## src/stepper_step_dir_generator_macros.svh

```systemverilog
// Assertion macros shared by the stepper step/dir generator RTL.
`ifndef STEPPER_STEP_DIR_GENERATOR_MACROS_SVH
`define STEPPER_STEP_DIR_GENERATOR_MACROS_SVH

// Property checked at every clock edge outside reset.
`define STPGEN_ASSERT(label, prop, msg) \
  label: assert property (@(posedge clk_i) disable iff (!rst_ni) (prop)) else $error(msg);

// Antecedent in this cycle implies consequent in the next cycle.
`define STPGEN_ASSERT_NEXT(label, ante, cons, msg) \
  `STPGEN_ASSERT(label, (ante) |=> (cons), msg)

`endif

```

## src/stpgen_pkg.sv

```systemverilog
// Types, constants and helpers for the stepper step/dir generator.
package stpgen_pkg;

  localparam int unsigned POS_WIDTH   = 32;
  localparam int unsigned COUNT_WIDTH = 16;
  localparam int unsigned CFG_WIDTH   = 16;
  localparam int unsigned IO_WIDTH    = 32;

  localparam logic [CFG_WIDTH-1:0] RESET_IDLE_RELOAD = CFG_WIDTH'(100);
  localparam logic [CFG_WIDTH-1:0] RESET_RUN_RELOAD  = CFG_WIDTH'(50);

  // register indexes on the config port
  localparam logic CFG_IDLE_RELOAD = 1'b0;
  localparam logic CFG_RUN_RELOAD  = 1'b1;

  typedef enum logic [2:0] {
    CMD_TICK     = 3'd0,
    CMD_LOAD_TGT = 3'd1,
    CMD_LOAD_POS = 3'd2,
    CMD_ARM      = 3'd3,
    CMD_COMP_REQ = 3'd4
  } cmd_e;

  localparam logic [1:0] HAND_INC = 2'd1;
  localparam logic [1:0] HAND_DEC = 2'd2;

  localparam logic [1:0] COMP_NONE = 2'd0;
  localparam logic [1:0] COMP_REQ  = 2'd1;
  localparam logic [1:0] COMP_DONE = 2'd2;

  typedef struct packed {
    logic [COUNT_WIDTH-1:0] tick_count;
    logic [COUNT_WIDTH-1:0] reload;
    logic                   phase_high;
    logic                   move;
    logic                   start_pending;
    logic                   run_adopted;
    logic [POS_WIDTH-1:0]   target;
    logic [POS_WIDTH-1:0]   position;
    logic [1:0]             comp;
    logic                   step;
    logic                   dir;
    logic                   en;
  } axis_state_t;

  // axis state after reset: all clear, idle reload live
  localparam axis_state_t AXIS_RESET = '{reload: COUNT_WIDTH'(RESET_IDLE_RELOAD),
                                         default: '0};

  // sign-extend or truncate a 32-bit port value to position width
  function automatic logic [POS_WIDTH-1:0] to_pos(input logic [IO_WIDTH-1:0] v);
    logic [POS_WIDTH-1:0] r;
    for (int i = 0; i < POS_WIDTH; i++) begin
      r[i] = (i < IO_WIDTH) ? v[i % IO_WIDTH] : v[IO_WIDTH-1];
    end
    return r;
  endfunction

  // low bits of a position for the output port, zero-filled when narrower
  function automatic logic [IO_WIDTH-1:0] to_io(input logic [POS_WIDTH-1:0] p);
    logic [IO_WIDTH-1:0] r;
    for (int i = 0; i < IO_WIDTH; i++) begin
      r[i] = (i < POS_WIDTH) ? p[i % POS_WIDTH] : 1'b0;
    end
    return r;
  endfunction

endpackage

```

## src/stpgen_next.sv

```systemverilog
// Next-state logic of one axis: counter, update phases and position stepping.
module stpgen_next
  import stpgen_pkg::*;
(
  input  axis_state_t          st_i,
  input  logic [CFG_WIDTH-1:0] run_reload_i,
  input  logic [2:0]           command_i,
  input  logic [IO_WIDTH-1:0]  value_i,
  input  logic                 hand_mode_i,
  input  logic [1:0]           hand_dir_i,
  input  logic                 encoder_error_i,
  output axis_state_t          st_o,
  output logic                 event_o
);

  axis_state_t upd;
  logic        differ;

  // effect of one update event
  always_comb begin
    upd    = st_i;
    differ = (st_i.target != st_i.position);
    if (!st_i.move && st_i.start_pending && differ) begin
      upd.move        = 1'b1;
      upd.phase_high  = 1'b1;
      upd.reload      = COUNT_WIDTH'(run_reload_i);
      upd.run_adopted = 1'b1;
    end
    if (upd.phase_high) begin
      upd.phase_high = 1'b0;
      upd.step       = 1'b1;
      if (hand_mode_i) begin
        if (hand_dir_i == HAND_INC) begin
          upd.target = st_i.target + POS_WIDTH'(1);
        end else if (hand_dir_i == HAND_DEC) begin
          upd.target = st_i.target - POS_WIDTH'(1);
        end
      end
    end else begin
      upd.phase_high = 1'b1;
      if (differ) begin
        upd.en   = 1'b1;
        upd.step = 1'b0;
        if ($signed(st_i.target) > $signed(st_i.position)) begin
          upd.dir      = 1'b1;
          upd.position = st_i.position + POS_WIDTH'(1);
        end else begin
          upd.dir      = 1'b0;
          upd.position = st_i.position - POS_WIDTH'(1);
        end
      end else begin
        upd.start_pending = 1'b0;
        if (st_i.move) begin
          upd.move = 1'b0;
          upd.comp = (!encoder_error_i && st_i.comp == COMP_REQ) ? COMP_DONE : COMP_NONE;
        end else if (st_i.comp == COMP_REQ) begin
          upd.comp = COMP_DONE;
        end
      end
    end
  end

  always_comb begin
    st_o    = st_i;
    event_o = 1'b0;
    unique case (command_i)
      CMD_TICK: begin
        // compare saturates: a count at or past reload fires
        if (st_i.tick_count >= st_i.reload) begin
          st_o            = upd;
          st_o.tick_count = '0;
          event_o         = 1'b1;
        end else begin
          st_o.tick_count = st_i.tick_count + COUNT_WIDTH'(1);
        end
      end
      CMD_LOAD_TGT: st_o.target        = to_pos(value_i);
      CMD_LOAD_POS: st_o.position      = to_pos(value_i);
      CMD_ARM:      st_o.start_pending = 1'b1;
      CMD_COMP_REQ: st_o.comp          = COMP_REQ;
      default: ;
    endcase
  end

endmodule

```

## src/stepper_step_dir_generator.sv

```systemverilog
// Stepper step/dir generator top level: axis state, config and output register.
// Each accepted word's result is registered in the output register.
// Throughput: one word per cycle while in_stall_o is low; the axis state updates in the accept cycle.
// The output register stalls input only while a held result is stalled.
// Reset (async, active low) clears counter, positions, flags and the step, dir and enable state (not the output
// pins), and loads the idle and run reloads with 100 and 50.
module stepper_step_dir_generator
  import stpgen_pkg::*;
(
  input  logic                 clk_i,
  input  logic                 rst_ni,
  input  logic                 cfg_we_i,
  input  logic                 cfg_idx_i,
  input  logic [CFG_WIDTH-1:0] cfg_data_i,
  input  logic                 in_valid_i,
  output logic                 in_stall_o,
  input  logic [2:0]           command_i,
  input  logic [IO_WIDTH-1:0]  value_i,
  input  logic                 hand_mode_i,
  input  logic [1:0]           hand_dir_i,
  input  logic                 encoder_error_i,
  output logic                 out_valid_o,
  input  logic                 out_stall_i,
  output logic                 step_level_o,
  output logic                 dir_level_o,
  output logic                 enable_level_o,
  output logic                 update_event_o,
  output logic [IO_WIDTH-1:0]  cur_position_o,
  output logic [IO_WIDTH-1:0]  cur_target_o,
  output logic                 move_active_o,
  output logic [1:0]           comp_status_o
);

  `include "stepper_step_dir_generator_macros.svh"

  axis_state_t          st_q, st_d, st_n;
  logic                 event_d;
  logic [CFG_WIDTH-1:0] idle_reload_q, run_reload_q;
  logic                 out_valid_q;
  logic                 in_acc;

  assign in_stall_o = out_valid_q && out_stall_i;
  assign in_acc     = in_valid_i && !in_stall_o;

  stpgen_next u_next (
    .st_i            (st_q),
    .run_reload_i    (run_reload_q),
    .command_i       (command_i),
    .value_i         (value_i),
    .hand_mode_i     (hand_mode_i),
    .hand_dir_i      (hand_dir_i),
    .encoder_error_i (encoder_error_i),
    .st_o            (st_d),
    .event_o         (event_d)
  );

  always_comb begin
    st_n = in_acc ? st_d : st_q;
    // idle reload is live until a move adopts the run value
    if (cfg_we_i && (cfg_idx_i == CFG_IDLE_RELOAD) && !st_n.run_adopted) begin
      st_n.reload = COUNT_WIDTH'(cfg_data_i);
    end
  end

  always_ff @(posedge clk_i or negedge rst_ni) begin
    if (!rst_ni) begin
      st_q          <= AXIS_RESET;
      idle_reload_q <= RESET_IDLE_RELOAD;
      run_reload_q  <= RESET_RUN_RELOAD;
    end else begin
      st_q <= st_n;
      if (cfg_we_i) begin
        unique case (cfg_idx_i)
          CFG_IDLE_RELOAD: idle_reload_q <= cfg_data_i;
          CFG_RUN_RELOAD:  run_reload_q  <= cfg_data_i;
          default: ;
        endcase
      end
    end
  end

  always_ff @(posedge clk_i or negedge rst_ni) begin
    if (!rst_ni) begin
      out_valid_q <= 1'b0;
    end else if (in_acc) begin
      out_valid_q <= 1'b1;
    end else if (!out_stall_i) begin
      out_valid_q <= 1'b0;
    end
  end

  always_ff @(posedge clk_i) begin
    if (in_acc) begin
      step_level_o   <= st_d.step;
      dir_level_o    <= st_d.dir;
      enable_level_o <= st_d.en;
      update_event_o <= event_d;
      cur_position_o <= to_io(st_d.position);
      cur_target_o   <= to_io(st_d.target);
      move_active_o  <= st_d.move;
      comp_status_o  <= st_d.comp;
    end
  end

  assign out_valid_o = out_valid_q;

  // idle reload register feeds only this check against the live reload; keep it observable
  logic idle_shadow_ok;
  assign idle_shadow_ok = st_q.run_adopted || (st_q.reload == COUNT_WIDTH'(idle_reload_q));

  `STPGEN_ASSERT_NEXT(a_event_clears_count, in_acc && event_d, st_q.tick_count == '0,
    "update event did not restart the counter")
  `STPGEN_ASSERT_NEXT(a_run_sticky, st_q.run_adopted, st_q.run_adopted,
    "run reload adoption was lost")
  `STPGEN_ASSERT(a_move_adopted, !st_q.move || st_q.run_adopted,
    "move active without run reload adopted")
  `STPGEN_ASSERT(a_idle_reload, idle_shadow_ok,
    "live reload differs from idle reload before a move")
  `STPGEN_ASSERT_NEXT(a_single_step, in_acc && command_i == CMD_TICK,
    st_q.position == $past(st_q.position) ||
    st_q.position == $past(st_q.position) + POS_WIDTH'(1) ||
    st_q.position == $past(st_q.position) - POS_WIDTH'(1),
    "position moved more than one step on a tick")

endmodule
```

## config.mk

```make
export PLATFORM = sky130hd
export DESIGN_NAME = stepper_step_dir_generator
export DESIGN_NICKNAME = d
export VERILOG_FILES = /design/src/stpgen_pkg.sv /design/src/stpgen_next.sv /design/src/stepper_step_dir_generator.sv
export VERILOG_INCLUDE_DIRS = /design/src /design/src/src
export SDC_FILE = /design/constraint.sdc
export NUM_CORES = 1
export LEC_CHECK = 0
export ABC_AREA = 0
export BUFFER_PORTS_ARGS = -buffer_cell sky130_fd_sc_hd__buf_2
export CAP_MARGIN = 25
export CORE_MARGIN = 2
export CORE_UTILIZATION = 55
export CTS_BUF_LIST = sky130_fd_sc_hd__clkbuf_2 sky130_fd_sc_hd__clkbuf_4 sky130_fd_sc_hd__clkbuf_8
export DETAILED_ROUTE_END_ITERATION = 10
export PLACE_DENSITY_LB_ADDON = 0.25
export SETUP_SLACK_MARGIN = 0.5
export SLEW_MARGIN = 15
export SYNTH_ARGS = -nofsm -noshare
export SYNTH_HDL_FRONTEND = slang
export SYNTH_HIERARCHICAL = 1
export SYNTH_SLANG_ARGS = --single-unit
```

## constraint.sdc

```tcl
create_clock -name clk_i -period 9 [get_ports clk_i]
set_input_delay 0.45 -clock clk_i [delete_from_list [all_inputs] [get_ports clk_i]]
set_output_delay 0.45 -clock clk_i [all_outputs]
set_load 0.01 [all_outputs]
```

# Word level (Yosys, flattened, before mapping)
# Cells that the tools add are included.
totals:
  memories: 0
  rom_bits: 0
  ram_bits: 0
  input_bits: 61
  out_inout_bits: 73
  latch_bits: 0
  elab_cells: 99
  reg_bits: 193
op_classes:
  shifts: 0
  muxes: 35
  magnitude_cmp: 2
  reduce_logical: 22
  addsub: 5
  n_eq_ne: 12
  n_mul: 0
  n_div: 0
  bitwise: 1
ops:
  columns: ["op", "count"]
  rows:
  - ["$mux 32", 6]
  - ["$mux 89", 2]
  - ["$pmux 32 s2", 2]
  - ["$add 32x1->32 const B", 2]
  - ["$sub 32x1->32 const B", 2]
  - ["$mux 18", 2]
  - ["$mux 34", 1]
  - ["$gt 32x32->1", 1]
  - ["$mux 16", 2]
  - ["$ne 32x32->1", 1]
  - ["$add 16x1->16 const B", 1]
  - ["$ge 16x16->1", 1]
  - ["$mux 2", 7]
  - ["$reduce_bool 2->1", 5]
  - ["$mux 1", 9]
  - ["$logic_and 1x1->1", 7]
  - ["$eq 3x2->1 const B", 2]
  - ["$mux 3", 2]
  - ["$reduce_and 5->1", 1]
  - ["$eq 2x1->1 const B", 2]
  - ["$logic_not 1->1", 4]
  - ["$ne 2x1->1 const B", 2]
  - ["$ne 2x2->1 const B", 2]
  - ["$pmux 2 s2", 1]
  - ["9 further kinds", 10]

# Depth between registers and ports, before layout
# Gate-level depths: netlist (run 1).
depth:
  depth_word: 14
  depth_mapped: 21
  depth_no_buf: 20

# Hierarchy
# The synthesis (run 1) kept the hierarchy.
by_module_without_submodules:
  columns: ["module", "cells_each", "area_each_um2", "seq_area_each_um2", "instances"]
  rows:
  - ["stepper_step_dir_generator", 355, 6866.6, 5192.5, 1]
  - ["stpgen_next", 908, 5840.6, 0.0, 1]

# Worst setup path before layout (run 1)
# Ideal clock, no wire load.
synth_path:
  path_kind: "register to register"
  start: "reg st_q[38] in the netlist's numbering"
  end: "reg st_q[35] in the netlist's numbering"
  path_slack_ns: 3.775
  arrival_time_ns: 5.100
  n_path_buf: 0
  required_ns: 8.875
  path_stages_with_launch: 20
  setup_time_ns: 0.125
  period_less_slack_ns: 5.225
  path_cell_list: "dfrtp_1 ha_1 nor2b_1 o211ai_1 a2111oi_0 nor3_1 o21ai_0 mux2_2 nand2_1 ha_1 a21oi_1 o21ai_0 o2111ai_2 a31oi_1 o41ai_4 o21bai_2 a221oi_2 mux2i_1 a221o_1 mux2_2"
synth_lines:
  columns: ["element", "line", "text"]
  rows:
  - ["start: declaration", "stepper_step_dir_generator.sv:36", "axis_state_t st_q, st_d, st_n;"]
  - ["start signal: assignment", "stepper_step_dir_generator.sv:71", "st_q <= st_n;"]

==> results of run 1 <==
## worst max-delay path, delay by kind of cell, from the launching register on
kind,cells,cell delay (ns)
muxes,3,0.77
buffers and inverters,1,0.38
DFF,1,0.53
and+or+nand+nor,3,0.89
adders and majority gates,2,0.73
AOI/OAI and AO/OA,10,2.87
## cells in the mapped netlist (all sizes together) (36+ instances only)
cell,n
nor2,66
inv,67
nor3,37
a21oi,94
o21ai,72
nand3,41
mux2,123
dfrtp,116
o22ai,36
ha,86
edfxtp,71
nand2,84
## registers in the layout, summed over array words and instances, names as in the netlist
register / count
move_active_o: 1
comp_status_o: 2
cur_position_o: 32
update_event_o: 1
cur_target_o: 32
dir_level_o: 1
out_valid_o: 1
st_q: 105
enable_level_o: 1
run_reload_q: 16
step_level_o: 1
## logic make-up after synthesis
logic type	count (synthesis)	share of synthesized area, %
adders and majority gates	87	8.63
muxes	136	12.0
AOI/OAI and AO/OA	328	17.2
xor gates and xnor gates	38	2.62
and+or+nand+nor	353	14.3
DFF	193	40.9
buffers and inverters	128	4.33
## final timing paths
path / startpoint / end / slack (ns) / depth (start not counted)
max: st_q[48]$_DFFE_PN0N_ / st_q[35]$_DFFE_PN0N_ / 2.70 / 19
min: rst_ni / st_q[29]$_DFFE_PN0N_ / 0.05 / 1
max reg2reg: st_q[48]$_DFFE_PN0N_ / st_q[35]$_DFFE_PN0N_ / 2.70 / 19
min reg2reg: run_reload_q[15]$_DFFE_PN0P_ / run_reload_q[15]$_DFFE_PN0P_ / 0.52 / 1
max in group asynchronous: rst_ni / st_q[98]$_DFFE_PN0N_ / 7.54 / 2
min in group clk_i: in_valid_i / out_valid_o$_DFFE_PN0P_ / 0.18 / 2
## layout make-up
class	count	area (µm²)	area share (%)
repair buffers	143	767	5.48
flip-flops and latches	193	5190	37.1
well taps	285	357	2.55
clock buffers	18	241	1.73
multi-input cells	942	6980	49.9
clock inverters	14	194	1.39
inverters	69	259	1.85
## power breakdown
group          internal [mW]  switching (mW)  leakage [nW]
Combinational           1.22            1.57          3.52
Clock                  0.289           0.345         0.222
Sequential              1.16           0.246          2.19
## through the flow
step	instance area (µm²)	hold WS [ns]	setup slack (ns)	utilization [%]
2_1_floorplan	12700	0.154	3.78	-
3_3_place_gp	13500	0.484	3.10	59.8
3_5_place_dp	13500	0.492	2.98	59.8
4_1_cts	14000	0.0604	2.90	61.7
5_1_grt	14000	0.0709	2.32	61.8
6_report	14000	0.0492	2.70	61.8
## metal layers
layer | GRT usage, % | vias up | routed length, µm
li1 | - | 4944 | -
met1 | 38.8 | 5126 | 14700
met2 | 44.4 | 455 | 15400
met3 | 4.81 | 99 | 2420
met4 | 12.6 | 0 | 1540
met5 | 0 | - | 0
==> reports/summary.txt, run 1 <==
Synth Warn #: 6
Commonest non-fill, non-tap cell in the layout: buf_2
Vias/cell: 6.38
RSZ-0062 raised after global routing: no
Worst-path clk slew: 0.10 ns
Final antenna-violating net count: 0
DIE HEIGHT: 156 µm
Nets: 1514
Max Freq: 159 MHz
Setup violators final: 0
IO Port Bufs: 133
Status: finished clean
Initial antenna violation count: 0
Crit path max fanout: 19
Total CTS buffers: 17
Worst path max stage delay: 0.60 ns
CP endpoint kind: flop
Seq/Total Area, Yosys: 40.9%
Type of the tightest min-delay check: input pin to asynchronous set/reset pin
Clk root buf: clkbuf_8
DIE AREA: 24300 µm²
Worst skew pair latency: 0.48 ns
Netlist cell types: 84
Crit-path slowest cell: nand2_1
Max VDD drop: 176 µV
Power per cell area: 345 nW/µm²
CP arrival: 6.67 ns
Setup TNS: 0 ns
Wire per inst: 20.5 µm
Final worst path period need: 6.30 ns
Post-synthesis cell area: 12700 µm²
Chip width: 156 µm
Setup CP Type: flop to flop
Grt total ovfl: 0
Post-CTS sizing: 0
Layout area overhead: 10.1%
Max-Cap Viols: 0
Syn Nets: 1411
Post-CTS Hold Fix Bufs: 0
Slew @ Worst Pin: 1.16 ns
DRC: 0
Max-slew violations: 0
Most frequent cells in the layout: buf_2, mux2_2, dfrtp_1
CTS sink cnt: 193
Final Hold Viols: 0
Post-synth EDFFs: 71
Bufs on Longest Clock Path: 2
Fill count: 1878
Detailed-route via count: 10624
Rows: 55
Clock skew: 0.0177 ns
Initial detailed-routing violation count: 798
GP Congestion: 0.950
Vias in the first global route: 10142
Mapped Avg Cell Area: 10.1 µm²
Fin cells: 1664
Dominant synthesized flop cell: dfrtp_1
Synth top area share: 22.8%
Antenna diodes: 0
Setup Fix Bufs, Post-CTS: 0
WL final: 34100 µm
Dpl cells: 1631
HPWL Detailed: 24000 µm
Mapped Cells: 1263
Largest net degree at the start of global routing: 179
Synthesis-stage register bit count: 193
Cell taking the most area after synthesis: dfrtp_1
H-tree levels: 4
CORE AREA: 22600 µm²
Worst-path cell chain: ha_1, nand4_1, a2111oi_0, nor3_1, o21ai_0, mux2_2, nand2_1, buf_4, ha_1, a21oi_1, o21ai_0, o2111ai_2, a31oi_1, o41ai_4, o21bai_2, a221oi_2, mux2i_1, a221o_1, mux2_2
GRT Total Usage: 28.3%
Leak: 5.93 nW
DR pass1 iterations: 8
CTS tree: built
Largest cells by area after synthesis: dfrtp_1, edfxtp_1, mux2_2
Startpoint Class: flop
Tcrit/Tclk final: 70.0%
First-pass GRT wire length: 54100 µm
Layout cell share with drive strength beyond 1: 24.4%
FFs w/ async S/R, synth: 63.2%
Req. time, crit path: 9.36 ns
Total power: 4.82 mW
Slew HR: 22.1%
Initial Utilization: 56.1%
Ports: 134
(Power assumes the default switching activity.)
==> run 2, diff against run 1 <==
Settings changed: ABC_AREA 0 to 1.
Clock period 9 ns to 6.2 ns, I/O delays scaled along.
==> reports/summary.txt, run 2 <==
Syn Nets: 2126
Detailed-route via count: 13782
Leading cell type by number of instances after synthesis: nand2_1
Worst path max stage delay: 0.58 ns
Worst path most repeated cell: nand2_1
Total power: 6.70 mW
Netlist cell types: 51
Dpl ws: 1.40 ns
Largest cells by area after synthesis: dfrtp_1, nand2_1, edfxtp_1
Commonest non-fill, non-tap cell in the layout: nand2_1
Sw Ratio: 50.7%
Post-synth EDFFs: 71
Seq pwr share: 28.7%
Status: finished clean
Worst path top cell family by delay: simple AND/OR/NAND/NOR gates
Final worst path period need: 4.99 ns
FFs w/ async S/R, synth: 63.2%
Largest Register: st_q
Chip width: 163 µm
Bufs on Longest Clock Path: 2
Max Freq: 200 MHz
CORE AREA: 25000 µm²
Top flop regs: st_q (105), cur_position_o (32), cur_target_o (32)
Dominant synthesized flop cell: dfrtp_1
DIE HEIGHT: 163 µm
Max-slew violations: 0
Endpoint of the worst hold path: run_reload_q[1]$_DFFE_PN1P_
Hold wc startpoint: cfg_data_i[1]
Setup CP Type: flop to flop
Most instantiated cells after synthesis: nand2_1, inv_1, nor2_1
Setup slack after layout: 1.21 ns
Layout area overhead: 9.66%
Grt total ovfl: 0
Crit-path slowest cell: nand3_1
Leak: 7.68 nW
Hold depth: 3
RSZ-0062 raised after global routing: no
Mapped Avg Cell Area: 7.04 µm²
DIE AREA: 26600 µm²
Initial Utilization: 55.7%
Combinational power share: 57.5%
Post-CTS Hold Fix Bufs: 1
IO Port Bufs: 133
Antenna diodes: 0
CP arrival: 5.17 ns
Post-DP Area: 14800 µm²
Largest net degree at the start of global routing: 110
HPWL Detailed: 32100 µm
DRC: 0
CTS tree: built
Setup TNS: 0 ns
Mapped Cells: 1978
Reg2Reg Launch Point: st_q[47]$_DFFE_PN0N_
Type of the tightest min-delay check: input pin to flop
CP endpoint kind: flop
GP Congestion: 0.927
GRT Total Usage: 33.5%
Slew @ Worst Pin: 1.00 ns
Pint: 3.31 mW
Initial detailed-routing violation count: 1242
Max-Cap Viols: 0
Clk root buf: clkbuf_8
Max FFs per register: 105
Most frequent cells in the layout: nand2_1, inv_1, nor2_1
Final Cell Area: 15300 µm²
Max VDD drop: 189 µV
Worst-path clk slew: 0.13 ns
Initial antenna violation count: 1
Buf/Inv on CP: 3
Wire per inst: 18.2 µm
Vias/cell: 5.70
Ports: 134
Reg-to-reg slack, setup: 1.21 ns
Worst-path cell chain: ha_1, nand2_1, inv_1, nand3_1, nor3_1, nand3_1, nand3_1, buf_8, ha_1, a21oi_1, nand2_1, nand2_1, nand2_1, a21oi_1, inv_1, nand2_1, nand2_1, xor2_1, o21ai_1, o211ai_1
First-pass GRT wire length: 69500 µm
Clock power share: 13.7%
Power per cell area: 439 nW/µm²
Final Hold Viols: 0
Startpoint Class: flop
Total CTS buffers: 17
H-tree levels: 4
Synthesis-stage register bit count: 193
CTS sink cnt: 193
Cell taking the most area after synthesis: dfrtp_1
WL final: 44100 µm
Crit path max fanout: 17
Worst R2R End: cur_position_o[17]$_DFFE_PN_
Seq/Total Area, Yosys: 37.3%
Final antenna-violating net count: 0
Layout cell share with drive strength beyond 1: 10.5%
Worst r2r path cells: 20
Setup Fix Bufs, Post-CTS: 0
Post-CTS sizing: 0
Rows: 58
Tcrit/Tclk final: 80.5%
Sw Pwr: 3.40 mW
Clock skew: 0.0253 ns
Final core occ: 61.0%
Synth Warn #: 6
Nets: 2224
DR pass1 iterations: 7
Synth top area share: 20.8%
Req. time, crit path: 6.38 ns
Worst skew pair latency: 0.50 ns
Setup violators final: 0
Post-synthesis cell area: 13900 µm²
Vias in the first global route: 13267
Slew HR: 33.1%
-- run 2: stage by stage --
step | cells | hold WS (ns)
6_report | 2419 | 0.0587
5_1_grt | 2419 | 0.0572
4_1_cts | 2418 | 0.0418
3_5_place_dp | 2385 | 0.396
3_3_place_gp | 2384 | 0.399
2_1_floorplan | 1978 | 0.0144
-- run 2: logic make-up after synthesis --
logic type	synth area share (%)
buffers and inverters	8.13
multiplexers	0.0808
AND/OR/NAND/NOR	32.0
flip-flops	37.3
XOR/XNOR	2.01
AO/OA/AOI/OAI	12.6
adder cells (fa/ha/maj)	7.87
-- run 2: how the worst max path moves through the flow --
stage,startpoint,endpoint,slack (ns),cells after the start
6_report,st_q[47]$_DFFE_PN0N_,cur_position_o[17]$_DFFE_PN_,1.21,20
5_1_grt,st_q[48]$_DFFE_PN0N_,st_q[26]$_DFFE_PN0N_,0.96,23
4_1_cts,st_q[48]$_DFFE_PN0N_,cur_position_o[17]$_DFFE_PN_,1.36,20
3_5_place_dp,st_q[48]$_DFFE_PN0N_,cur_position_o[13]$_DFFE_PN_,1.40,18
3_3_place_gp,st_q[37]$_DFFE_PN0N_,cur_position_o[31]$_DFFE_PN_,1.21,23
2_1_floorplan,st_q[36]$_DFFE_PN0N_,cur_position_o[22]$_DFFE_PN_,1.91,22
-- run 2: power groups by stage --
| stage | sequential (mW) | combinational, mW | clock, mW |
|---|---|---|---|
| 6_report | 1.93 | 3.85 | 0.921 |
| 5_1_grt | 1.96 | 4.30 | 0.975 |
| 4_1_cts | 1.92 | 3.79 | 0.935 |
| 3_5_place_dp | 1.95 | 3.77 | 0 |
| 3_3_place_gp | 1.94 | 3.70 | 0 |
| 2_1_floorplan | 1.90 | 2.72 | 0 |
-- run 2: per-layer routing --
| metal | GRT usage [%] | vias to the layer above | wire length, µm |
|---|---|---|---|
| met4 | 17.9 | 2 | 2390 |
| li1 | - | 6680 | - |
| met1 | 42.0 | 6369 | 17900 |
| met2 | 56.7 | 589 | 20900 |
| met5 | 0 | - | 12 |
| met3 | 4.01 | 142 | 2890 |
-- run 2: final cells by class --
class                           count  area, µm²
Timing Repair Buffer              146        796
Tap cell                          330        413
Multi-Input combinational cell   1498       7610
Fill cell                        2350       9760
Clock inverter                     14        189
Inverter                          220        831
Clock buffer                       18        248
Sequential cell                   193       5190
-- run 2: worst register-to-register path, stage by stage, from the launching register on --
cell	delay, ns
dfrtp_1	0.54
ha_1	0.36
nand2_1	0.05
inv_1	0.06
nand3_1	0.08
nor3_1	0.45
nand3_1	0.41
nand3_1	0.58
buf_8	0.25
ha_1	0.30
a21oi_1	0.17
nand2_1	0.13
nand2_1	0.08
nand2_1	0.08
a21oi_1	0.38
inv_1	0.12
nand2_1	0.08
nand2_1	0.08
xor2_1	0.17
o21ai_1	0.13
o211ai_1	0.17
==> run 3, diff against run 2 <==
Settings changed: ABC_AREA 1 to 0.
Clock period 6.2 ns to 4.6 ns, I/O delays scaled along.
==> reports/summary.txt, run 3 (synthesis gave the netlist of run 1 again) <==
Setup CP Type: flop to flop
Vias/cell: 6.44
First-pass GRT wire length: 59200 µm
Ports: 134
Leak: 7.01 nW
Commonest non-fill, non-tap cell in the layout: buf_4
Max Freq: 203 MHz
Setup violators final: 30
RSZ-0062 raised after global routing: yes
Area taken by flip-flops and latches: 5190 µm²
Largest net degree at the start of global routing: 174
CP arrival: 5.32 ns
CP endpoint kind: flop
Final core occ: 72.3%
Hold wc startpoint: value_i[22]
Slew HR: 31.1%
Crit-path slowest cell: a2111oi_4
Total power: 13.4 mW
Vias in the first global route: 11133
Initial Utilization: 56.1%
Max VDD drop: 578 µV
Fill count: 1551
Failing checks: negative setup slack
DIE AREA: 24300 µm²
IO Port Bufs: 133
Worst path top cell family by delay: compound AO/OA/AOI/OAI gates
Initial detailed-routing violation count: 1049
HPWL Detailed: 26000 µm
Reg-to-reg slack, setup: -0.33 ns
Worst-path clk slew: 0.12 ns
CTS tree: built
Worst path max stage delay: 0.42 ns
DRC: 0
Largest Register: st_q
Grt total ovfl: 0
Crit path launch: st_q[10]$_DFFE_PN0N_
Most frequent cells in the layout: buf_4, buf_2, dfrtp_1
Bufs on Longest Clock Path: 2
Endpoint of the worst hold path: cur_position_o[22]$_DFFE_PN_
Tcrit/Tclk final: 107%
CORE AREA: 22600 µm²
Final antenna-violating net count: 0
Layout area overhead: 28.8%
Top flop regs: st_q (105), cur_position_o (32), cur_target_o (32)
Max FFs per register: 105
Startpoint Class: flop
Slew @ Worst Pin: 1.03 ns
Worst r2r path cells: 21
DR pass1 iterations: 6
Multi-input gate area: 7860 µm²
Buf/Inv on CP: 3
Reg2Reg Launch Point: st_q[10]$_DFFE_PN0N_
Crit path max fanout: 7
Clock skew: 0.0246 ns
GRT Total Usage: 31.5%
Hold depth: 3
Max-Cap Viols: 0
Nets: 1703
Type of the tightest min-delay check: input pin to flop
Antenna diodes: 0
Chip width: 156 µm
DIE HEIGHT: 156 µm
Wire per inst: 21.6 µm
Worst R2R End: st_q[33]$_DFFE_PN0N_
Worst skew pair latency: 0.50 ns
Rows: 55
GP Congestion: 0.938
H-tree levels: 4
CTS sink cnt: 193
Power per cell area: 817 nW/µm²
Status: complete, but fails checks
Initial antenna violation count: 0
Worst-path cell chain: inv_2, ha_4, nand4_1, a2111oi_4, nor3_2, o21ai_1, mux2_4, nand2_8, buf_12, ha_4, a21o_1, a21oi_1, nand2b_4, a31oi_4, o41ai_4, buf_4, o31ai_4, mux2i_1, a221oi_1, o22ai_1, mux2_4
Detailed-route via count: 11939
Final worst path period need: 4.93 ns
Max-slew violations: 0
Clk root buf: clkbuf_8
Req. time, crit path: 4.99 ns
WL final: 40000 µm
Total CTS buffers: 17
Setup slack after layout: -0.334 ns
Final Hold Viols: 0
Layout cell share with drive strength beyond 1: 39.5%
[run 3: final cells by class]
| cell class | instances | area share (%) |
|---|---|---|
| Multi-Input combinational cell | 942 | 48.0 |
| Sequential cell | 193 | 31.7 |
| Timing Repair Buffer | 332 | 14.2 |
| Tap cell | 285 | 2.18 |
| Inverter | 69 | 1.58 |
| Clock buffer | 17 | 1.43 |
| Clock inverter | 15 | 0.856 |
[run 3: repair_timing]
action	CTS	global route
endpoints found under the hold margin	79	0
hold buffers	18	0
endpoints found under the setup margin	43	53
pin swaps	54	58
gates resized for setup	102	54
setup buffers	35	25
[run 3: how the worst max path moves through the flow]
stage	to	depth (start not counted)
after floorplan	st_q[35]$_DFFE_PN0N_	19
after global placement	st_q[36]$_DFFE_PN0N_	20
after detailed placement	st_q[35]$_DFFE_PN0N_	20
after CTS	st_q[33]$_DFFE_PN0N_	22
after global routing	st_q[34]$_DFFE_PN0N_	24
final	st_q[33]$_DFFE_PN0N_	21
[run 3: per-layer routing]
layer,global-route usage (%),vias up,share of wire [%]
li1,-,5341,-
met1,41.2,5783,40
met2,50.7,652,46
met3,4.42,163,8.1
met4,17.4,0,5.6
met5,0,-,0
[run 3: power breakdown]
| part | switching (mW) | internal [mW] |
|---|---|---|
| clock network | 0.709 | 0.402 |
| registers | 0.280 | 2.27 |
| logic | 4.90 | 4.82 |
| total | 5.88 | 7.48 |
[run 3: tightest hold or removal path, stage by stage]
cell and delay (ns):
buf_2 0.12, nand2_1 0.07, o221ai_2 0.07
[run 3: metrics by stage]
stage | TNS, ns | hold slack [ns] | instances | setup WS (ns) | instance area (µm²)
after floorplan | 0 | -0.0656 | 1263 | 0.0590 | 12900
after global placement | -0.193 | 0.416 | 1743 | -0.0801 | 14600
after detailed placement | -0.817 | 0.417 | 1743 | -0.146 | 14600
after CTS | 0 | 0.0853 | 1828 | 0.0396 | 15900
after global routing | -8.01 | 0.0830 | 1853 | -0.452 | 16400
final | -4.09 | 0.108 | 1853 | -0.334 | 16400
